### src/rtl/amdc_pkg.sv
`timescale 1ns / 1ps

package amdc_pkg;

  // Fixed field widths
  localparam int unsigned SampleW = 16;
  localparam int unsigned EnvW    = 16;
  localparam int unsigned AudioW  = 18;
  localparam int unsigned CountW  = 32;
  localparam int unsigned PoleW   = 16;
  localparam int unsigned SqW     = 32;

  // Reset values
  localparam logic [PoleW-1:0] PoleReset  = 16'd64689;
  localparam logic [EnvW-1:0]  FloorReset = 16'd32768;

  // Saturation limits of the audio output
  localparam logic signed [AudioW-1:0] AudioMax = 18'sh1FFFF;
  localparam logic signed [AudioW-1:0] AudioMin = 18'sh20000;

  typedef struct packed {
    logic signed [SampleW-1:0] i_in;
    logic signed [SampleW-1:0] q_in;
  } in_item_t;

  typedef struct packed {
    logic signed [AudioW-1:0] audio_out;
    logic [EnvW-1:0]          envelope;
    logic [EnvW-1:0]          envelope_peak;
    logic [EnvW-1:0]          envelope_floor;
    logic [CountW-1:0]        sample_count;
  } out_item_t;

endpackage

### src/rtl/am_envelope_demod_dc_block.sv
`timescale 1ns / 1ps
// Path from input transfer to result: 1 squaring stage, queue,
// 16 square-root steps, 1 feedback multiply, 1 sum/saturate into the output register.
// The back end takes a new item only when idle; its iterative square root limits throughput.
// The front end and queue take up to three items ahead while the back end works.
// Reset (rst_ni, async, active low) clears all but datapath; pole to 64689, floor to 32768.
module am_envelope_demod_dc_block import amdc_pkg::*; #(
  parameter int unsigned FifoDepth = 2
) (
  input  logic             clk_i,
  input  logic             rst_ni,
  input  logic             in_valid_i,
  output logic             in_ready_o,
  input  in_item_t         in_data_i,
  output logic             out_valid_o,
  input  logic             out_ready_i,
  output out_item_t        out_data_o,
  input  logic             cfg_we_i,
  input  logic [PoleW-1:0] cfg_wdata_i
);

  logic [PoleW-1:0] pole_q;
  logic             f_valid, f_ready, b_valid, b_ready;
  logic [SqW-1:0]   f_sq, b_sq;

  // Pole coefficient register
  always_ff @(posedge clk_i or negedge rst_ni) begin
    if (!rst_ni) begin
      pole_q <= PoleReset;
    end else if (cfg_we_i) begin
      pole_q <= cfg_wdata_i;
    end
  end

  amdc_front u_front (
    .clk_i      (clk_i),
    .rst_ni     (rst_ni),
    .in_valid_i (in_valid_i),
    .in_ready_o (in_ready_o),
    .in_data_i  (in_data_i),
    .sq_valid_o (f_valid),
    .sq_ready_i (f_ready),
    .sq_o       (f_sq)
  );

  amdc_fifo #(
    .Width (SqW),
    .Depth (FifoDepth)
  ) u_fifo (
    .clk_i        (clk_i),
    .rst_ni       (rst_ni),
    .push_valid_i (f_valid),
    .push_ready_o (f_ready),
    .push_data_i  (f_sq),
    .pop_valid_o  (b_valid),
    .pop_ready_i  (b_ready),
    .pop_data_o   (b_sq)
  );

  amdc_back u_back (
    .clk_i       (clk_i),
    .rst_ni      (rst_ni),
    .pole_i      (pole_q),
    .sq_valid_i  (b_valid),
    .sq_ready_o  (b_ready),
    .sq_i        (b_sq),
    .out_valid_o (out_valid_o),
    .out_ready_i (out_ready_i),
    .out_data_o  (out_data_o)
  );

endmodule

### src/rtl/amdc_front.sv
`timescale 1ns / 1ps

module amdc_front import amdc_pkg::*; (
  input  logic            clk_i,
  input  logic            rst_ni,
  input  logic            in_valid_i,
  output logic            in_ready_o,
  input  in_item_t        in_data_i,
  output logic            sq_valid_o,
  input  logic            sq_ready_i,
  output logic [SqW-1:0]  sq_o
);

  logic           valid_q, valid_d;
  logic [SqW-1:0] sq_q, sq_d;
  logic signed [2*SampleW-1:0] ii, qq;

  // Power of the sample: I*I + Q*Q, at most 2^31
  assign ii   = in_data_i.i_in * in_data_i.i_in;
  assign qq   = in_data_i.q_in * in_data_i.q_in;
  assign sq_d = SqW'(unsigned'(ii)) + SqW'(unsigned'(qq));

  // Stage register toward the queue
  assign in_ready_o = !valid_q || sq_ready_i;

  always_comb begin
    valid_d = valid_q;
    if (in_ready_o) begin
      valid_d = in_valid_i;
    end
  end

  always_ff @(posedge clk_i or negedge rst_ni) begin
    if (!rst_ni) begin
      valid_q <= 1'b0;
    end else begin
      valid_q <= valid_d;
    end
  end

  always_ff @(posedge clk_i) begin
    if (in_ready_o && in_valid_i) begin
      sq_q <= sq_d;
    end
  end

  assign sq_valid_o = valid_q;
  assign sq_o       = sq_q;

endmodule

### src/rtl/amdc_fifo.sv
`timescale 1ns / 1ps

module amdc_fifo #(
  parameter int unsigned Width = 32,
  parameter int unsigned Depth = 2
) (
  input  logic             clk_i,
  input  logic             rst_ni,
  input  logic             push_valid_i,
  output logic             push_ready_o,
  input  logic [Width-1:0] push_data_i,
  output logic             pop_valid_o,
  input  logic             pop_ready_i,
  output logic [Width-1:0] pop_data_o
);

  localparam int unsigned PtrW = (Depth > 1) ? $clog2(Depth) : 1;
  localparam int unsigned CntW = $clog2(Depth + 1);
  localparam logic [PtrW-1:0] LastPtr = PtrW'(Depth - 1);
  localparam logic [CntW-1:0] FullCnt = CntW'(Depth);

  logic [Width-1:0] mem_q [Depth];
  logic [PtrW-1:0]  wr_ptr_q, wr_ptr_d, rd_ptr_q, rd_ptr_d;
  logic [CntW-1:0]  cnt_q, cnt_d;
  logic             push, pop;

  assign push_ready_o = (cnt_q != FullCnt);
  assign pop_valid_o  = (cnt_q != '0);
  assign push         = push_valid_i && push_ready_o;
  assign pop          = pop_valid_o && pop_ready_i;
  assign pop_data_o   = mem_q[rd_ptr_q];

  // Pointer and fill count update
  always_comb begin
    wr_ptr_d = wr_ptr_q;
    rd_ptr_d = rd_ptr_q;
    cnt_d    = cnt_q;
    if (push) begin
      wr_ptr_d = (wr_ptr_q == LastPtr) ? '0 : wr_ptr_q + 1'b1;
    end
    if (pop) begin
      rd_ptr_d = (rd_ptr_q == LastPtr) ? '0 : rd_ptr_q + 1'b1;
    end
    if (push && !pop) begin
      cnt_d = cnt_q + 1'b1;
    end else if (pop && !push) begin
      cnt_d = cnt_q - 1'b1;
    end
  end

  always_ff @(posedge clk_i or negedge rst_ni) begin
    if (!rst_ni) begin
      wr_ptr_q <= '0;
      rd_ptr_q <= '0;
      cnt_q    <= '0;
    end else begin
      wr_ptr_q <= wr_ptr_d;
      rd_ptr_q <= rd_ptr_d;
      cnt_q    <= cnt_d;
    end
  end

  always_ff @(posedge clk_i) begin
    if (push) begin
      mem_q[wr_ptr_q] <= push_data_i;
    end
  end

endmodule

### src/rtl/amdc_back.sv
`timescale 1ns / 1ps

module amdc_back import amdc_pkg::*; (
  input  logic             clk_i,
  input  logic             rst_ni,
  input  logic [PoleW-1:0] pole_i,
  input  logic             sq_valid_i,
  output logic             sq_ready_o,
  input  logic [SqW-1:0]   sq_i,
  output logic             out_valid_o,
  input  logic             out_ready_i,
  output out_item_t        out_data_o
);

  localparam logic [1:0] StIdle = 2'd0;
  localparam logic [1:0] StRoot = 2'd1;
  localparam logic [1:0] StMul  = 2'd2;
  localparam logic [1:0] StSum  = 2'd3;
  localparam int unsigned RootSteps = SqW / 2;
  localparam int unsigned StepW = $clog2(RootSteps);
  localparam logic [StepW-1:0] LastStep = StepW'(RootSteps - 1);
  localparam int unsigned RemW = EnvW + 2;
  localparam int unsigned ProdW = PoleW + 1 + AudioW;

  logic [1:0]       state_q, state_d;
  logic [StepW-1:0] step_q;
  logic [SqW-1:0]   rad_q;
  logic [RemW-1:0]  rem_q;
  logic [EnvW-1:0]  root_q;
  logic signed [ProdW-1:0] prod_q;

  logic signed [AudioW-1:0] last_audio_q;
  logic [EnvW-1:0]          last_env_q, peak_q, floor_q;
  logic [CountW-1:0]        count_q;
  logic                     out_valid_q;
  out_item_t                out_q;

  logic [RemW:0]   rem_sh, trial;
  logic            fits;
  logic            retire;
  logic signed [AudioW-1:0]  diff;
  logic signed [AudioW+1:0]  y_full;
  logic signed [AudioW-1:0]  y_sat;
  logic signed [ProdW-17:0]  fb;
  logic [EnvW-1:0] peak_d, floor_d;

  // Digit-by-digit square root, one result bit per cycle
  assign rem_sh = {rem_q[RemW-2:0], rad_q[SqW-1 -: 2]};
  assign trial  = {1'b0, root_q, 2'b01};
  assign fits   = (rem_sh >= trial);

  // High-pass: y = x - x_prev + floor(pole * y_prev / 2^16), saturated
  assign diff   = $signed({2'b00, root_q}) - $signed({2'b00, last_env_q});
  assign fb     = prod_q[ProdW-1:16];
  assign y_full = {{2{diff[AudioW-1]}}, diff} + {fb[ProdW-17], fb};
  always_comb begin
    if (y_full[AudioW+1:AudioW-1] == 3'b000 || y_full[AudioW+1:AudioW-1] == 3'b111) begin
      y_sat = y_full[AudioW-1:0];
    end else if (y_full[AudioW+1]) begin
      y_sat = AudioMin;
    end else begin
      y_sat = AudioMax;
    end
  end

  assign peak_d  = (root_q > peak_q) ? root_q : peak_q;
  assign floor_d = (root_q < floor_q) ? root_q : floor_q;

  // A result retires once the output register is free
  assign retire     = (state_q == StSum) && (!out_valid_q || out_ready_i);
  assign sq_ready_o = (state_q == StIdle);

  always_comb begin
    state_d = state_q;
    case (state_q)
      StIdle: begin
        if (sq_valid_i) state_d = StRoot;
      end
      StRoot: begin
        if (step_q == LastStep) state_d = StMul;
      end
      StMul: begin
        state_d = StSum;
      end
      StSum: begin
        if (retire) state_d = StIdle;
      end
      default: state_d = StIdle;
    endcase
  end

  always_ff @(posedge clk_i or negedge rst_ni) begin
    if (!rst_ni) begin
      state_q      <= StIdle;
      step_q       <= '0;
      last_audio_q <= '0;
      last_env_q   <= '0;
      peak_q       <= '0;
      floor_q      <= FloorReset;
      count_q      <= '0;
      out_valid_q  <= 1'b0;
    end else begin
      state_q <= state_d;
      if (state_q == StIdle) begin
        step_q <= '0;
      end else if (state_q == StRoot) begin
        step_q <= step_q + 1'b1;
      end
      if (retire) begin
        out_valid_q  <= 1'b1;
        last_audio_q <= y_sat;
        last_env_q   <= root_q;
        peak_q       <= peak_d;
        floor_q      <= floor_d;
        count_q      <= count_q + 1'b1;
      end else if (out_valid_q && out_ready_i) begin
        out_valid_q <= 1'b0;
      end
    end
  end

  // Datapath registers
  always_ff @(posedge clk_i) begin
    if (state_q == StIdle && sq_valid_i) begin
      rad_q  <= sq_i;
      rem_q  <= '0;
      root_q <= '0;
    end else if (state_q == StRoot) begin
      rad_q <= {rad_q[SqW-3:0], 2'b00};
      if (fits) begin
        rem_q  <= RemW'(rem_sh - trial);
        root_q <= {root_q[EnvW-2:0], 1'b1};
      end else begin
        rem_q  <= RemW'(rem_sh);
        root_q <= {root_q[EnvW-2:0], 1'b0};
      end
    end
    if (state_q == StMul) begin
      prod_q <= $signed({1'b0, pole_i}) * last_audio_q;
    end
    if (retire) begin
      out_q.audio_out      <= y_sat;
      out_q.envelope       <= root_q;
      out_q.envelope_peak  <= peak_d;
      out_q.envelope_floor <= floor_d;
      out_q.sample_count   <= count_q + 1'b1;
    end
  end

  assign out_valid_o = out_valid_q;
  assign out_data_o  = out_q;

endmodule
### config.mk
export PLATFORM = sky130hd
export DESIGN_NAME = am_envelope_demod_dc_block
export DESIGN_NICKNAME = d
export VERILOG_FILES = /design/src/rtl/amdc_pkg.sv /design/src/rtl/am_envelope_demod_dc_block.sv /design/src/rtl/amdc_front.sv /design/src/rtl/amdc_fifo.sv /design/src/rtl/amdc_back.sv
export SDC_FILE = /design/constraint.sdc
export NUM_CORES = 2
export LEC_CHECK = 0
export ABC_AREA = 1
export BUFFER_PORTS_ARGS = -buffer_cell sky130_fd_sc_hd__buf_4
export CAP_MARGIN = 5
export CORE_ASPECT_RATIO = 0.8
export CORE_MARGIN = 2
export CORE_UTILIZATION = 59
export DETAILED_ROUTE_END_ITERATION = 10
export PLACE_DENSITY_LB_ADDON = 0.15
export SETUP_SLACK_MARGIN = 0.1
export SLEW_MARGIN = 5
export SYNTH_ARGS = -nofsm -noshare
export SYNTH_HDL_FRONTEND = slang
export SYNTH_SLANG_ARGS = --single-unit
export TNS_END_PERCENT = 50
### constraint.sdc
create_clock -name clk_i -period 5.9 [get_ports clk_i]
set_clock_uncertainty 0.2 [all_clocks]
set_input_delay 1.18 -clock clk_i [delete_from_list [all_inputs] [get_ports clk_i]]
set_output_delay 1.18 -clock clk_i [all_outputs]
set_load 0.005 [all_outputs]
==> impl_metrics.py <==
metrics = {
    "global_route": {
        "antenna_found_initial": 0,
        "grt_pass1_wl_mm": 198,
        "grt_usage_pct": 30.1,
        "grt_pass1_vias": 37800,
        "overflow": 0,
        "grt_max_degree": 106,
    },
    "placed_design": {
        "dp_cells": 6853,
        "hpwlAfterDp_mm": 98.3,
        "finalWeightedCongestion": 0.959,
        "portBuffers": 152,
    },
    "detailed_routing": {
        "ant_nets": 0,
        "post_drt_wl_per_cell_um": 17.4,
        "first_iter_violations": 2436,
        "vias": 36000,
        "drc": 0,
        "routed_wl_mm": 121,
        "vias_per_cell": 5.17,
        "drt_first_pass_iters": 5,
    },
    "worst_hold_path": {
        "hp-start": "u_front.sq_o[26]",
        "hold_path.class": "flop to flop",
    },
    "sta": {
        "drv_slew": 0,
        "fin_ws_ns": -1.21,
        "timing.final.crit_share_pct": 120,
        "hold_viol": 0,
        "tightest_slew_ns": 1.14,
        "fin_crit_ns": 7.11,
        "max-slew-margin-rel_pct": 23.8,
        "finalSetupViolations": 41,
        "rsz0062_at_grt": "yes",
        "max_freq_mhz": 141,
    },
    "clock_network": {
        "clk-insertion-delay-late_ns": 0.59,
        "numCtsBuffers": 44,
        "root_buffer": "clkbuf_16",
        "clockBufferDepth": 3,
        "cts_tree": "yes",
        "cts_num_sinks": 404,
        "clk_pin_slew_ns": 0.06,
        "cts_max_level": 2,
    },
    "yosys": {
        "synth.avg_cell_area_um2": 9.00,
        "yosys.area.top_type": "fa_1",
        "synth_flop_cell": "edfxtp_1",
        "async_flop_share_pct": 31.2,
        "synth-seq-cells": 404,
        "synth_cells": 5347,
        "synth_cell_types": 58,
        "ys_top_cells_by_area": "fa_1 (34%), edfxtp_1 (15%), inv_1 (11%)",
        "yosys-top-cells-count": "inv_1 (1393), nand2_1 (1172), fa_1 (813)",
        "ys_seq_area_share_pct": 23.2,
        "syn_area_mm2": 0.0481,
        "synth_most_common_cell": "inv_1",
        "synth_warnings": 0,
        "synth_top_area_share_pct": 33.8,
        "syn_nets": 6541,
        "synth-edff-count": 245,
    },
    "critical_path": {
        "start_kind": "input port",
        "critPathArrivalTime_ns": 7.24,
        "crit_type": "input port to flop",
        "cp-startpoint": "in_data_i[15]",
        "critPathMaxFanout": 8,
        "end_kind": "flop",
        "required_ns": 6.03,
        "r2r-start": "pole_q[5]",
    },
    "final_layout": {
        "num-fill-cells": 6118,
        "diodes": 0,
        "num-nets-final": 7038,
        "synthToLayoutAreaGrowth_pct": 18.9,
        "drive_above_1_share_pct": 18.3,
        "layout.cells.non_filler": 6971,
        "utilization_pct": 71.0,
    },
    "floorplan": {
        "rows": 93,
        "dieArea_mm2": 0.0839,
        "die_w_um": 323,
        "io_pins": 153,
        "design.core.area_mm2": 0.0806,
        "initial_core_util_pct": 59.7,
        "die_h_um": 259,
    },
    "outcome": {
        "status": "finished with violations",
        "violations": "negative setup slack",
    },
    "run": {
        "cap_viol_max_count": 0,
    },
}
metal layers:
layer,wire [µm],GRT usage (%),vias up
met3,8860,5.10,165
met2,56900,48.8,1158
met4,2800,6.89,0
met5,0,0,-
met1,52900,42.8,17800
li1,-,-,16900
state kept, by name, indices dropped and copies added (netlist names), 17 cells and up:
signal / cells
u_fifo.mem_q: 64
u_back.prod_q: 19
u_back.count_q: 32
u_back.rad_q: 32
u_back.last_audio_q: 18
u_back.rem_q: 17
u_back.out_data_o: 98
u_front.sq_o: 32
cells by family (layout without fill, tap and decap cells):
| kind of cell | after synthesis | in the layout | synth area share [%] |
|---|---|---|---|
| DFF | 404 | 404 | 23.2 |
| adders and majority gates | 1141 | 1141 | 42.3 |
| buffers and inverters | 1584 | 2116 | 12.4 |
| and+or+nand+nor | 1658 | 1658 | 14.3 |
| AOI/OAI and AO/OA | 396 | 396 | 4.63 |
| xor gates and xnor gates | 148 | 148 | 2.72 |
| muxes | 15 | 15 | 0.351 |
| other | 1 | 1 | 0.00779 |
final timing paths:
path,to,cells after the start,slack (ns)
min in group asynchronous,u_back.last_audio_q[1],1,0.51
max reg2reg,u_back.prod_q[31],21,-0.24
max,u_front.sq_o[26],27,-1.21
min reg2reg,u_fifo.mem_q[0][26],0,0.24
max in group asynchronous,u_back.last_env_q[15],2,3.80
min,u_fifo.mem_q[0][26],0,0.24
stage by stage:
step / hold WS (ns) / instance area [µm²] / TNS [ns] / setup slack, ns
global placement: 0.222 / 54000 / -40.96 / -1.83
detailed placement: 0.230 / 54000 / -43.18 / -1.95
finish: 0.241 / 57200 / -24.34 / -1.21
floorplan: 0.221 / 49000 / -28.83 / -1.50
global route: 0.255 / 57200 / -32.47 / -1.42
CTS: 0.244 / 56600 / -22.88 / -1.23
cell type report:
class / instances / area (µm²) / share of cell area, %
clock buffers: 54 / 1170 / 2.04
well taps: 1092 / 1370 / 2.39
multi-input cells: 3359 / 32300 / 56.5
repair buffers: 639 / 5610 / 9.80
clock inverters: 27 / 325 / 0.568
flip-flops and latches: 404 / 11200 / 19.5
inverters: 1396 / 5250 / 9.18
repair_timing:
action,CTS,global route
buffers inserted,23,18
hold buffers,0,0
endpoints found under the setup margin,44,45
gates resized for setup,218,162
cloned,3,0
pin swaps,94,102
endpoints found under the hold margin,0,0
critical path, stage by stage:
cell and delay, ns:
buf_12 0.12, buf_8 0.12, nand2_8 0.05, clkinvlp_4 0.12, buf_12 0.16, buf_6 0.11, fa_1 0.47, fa_1 0.52
inv_1 0.05, fa_1 0.50, inv_2 0.04, fa_1 0.47, fa_2 0.56, fa_2 0.44, fa_1 0.54, inv_1 0.06
fa_1 0.49, inv_2 0.05, ha_4 0.25, nand2_1 0.14, o21ai_2 0.09, a21oi_2 0.14, nand3_2 0.14, nand2_2 0.09
nand2_2 0.07, buf_6 0.12, xor2_2 0.14
cell usage in the layout (no fill, tap or decap), types with 9 or more instances in the layout:
cell type and count:
inv_1 1343, nand2_1 1112, fa_1 769, buf_4 536, ha_1 293, edfxtp_1 245
nor2_1 158, nand3_1 147, a21oi_1 128, dfrtp_1 113, o21ai_0 100, xor2_1 91
nand2_2 51, buf_6 49, inv_2 48, clkbuf_16 45, fa_2 44, xnor2_1 43
buf_12 36, a31oi_1 35, nand4_1 33, dfxtp_1 33, and2_1 32, ha_4 30
nor2_2 26, nor3_1 21, o21ai_1 20, a21oi_2 19, nand2_4 16, a22oi_1 16
a21o_1 15, mux2_2 15, buf_8 15, nor2_4 12, a21oi_4 11, dfstp_2 11
o21bai_1 10, xor2_2 9, or2_2 9
Power is not shown: default switching activity piles up to over one toggle a cycle in this logic, so the estimate is an artifact.
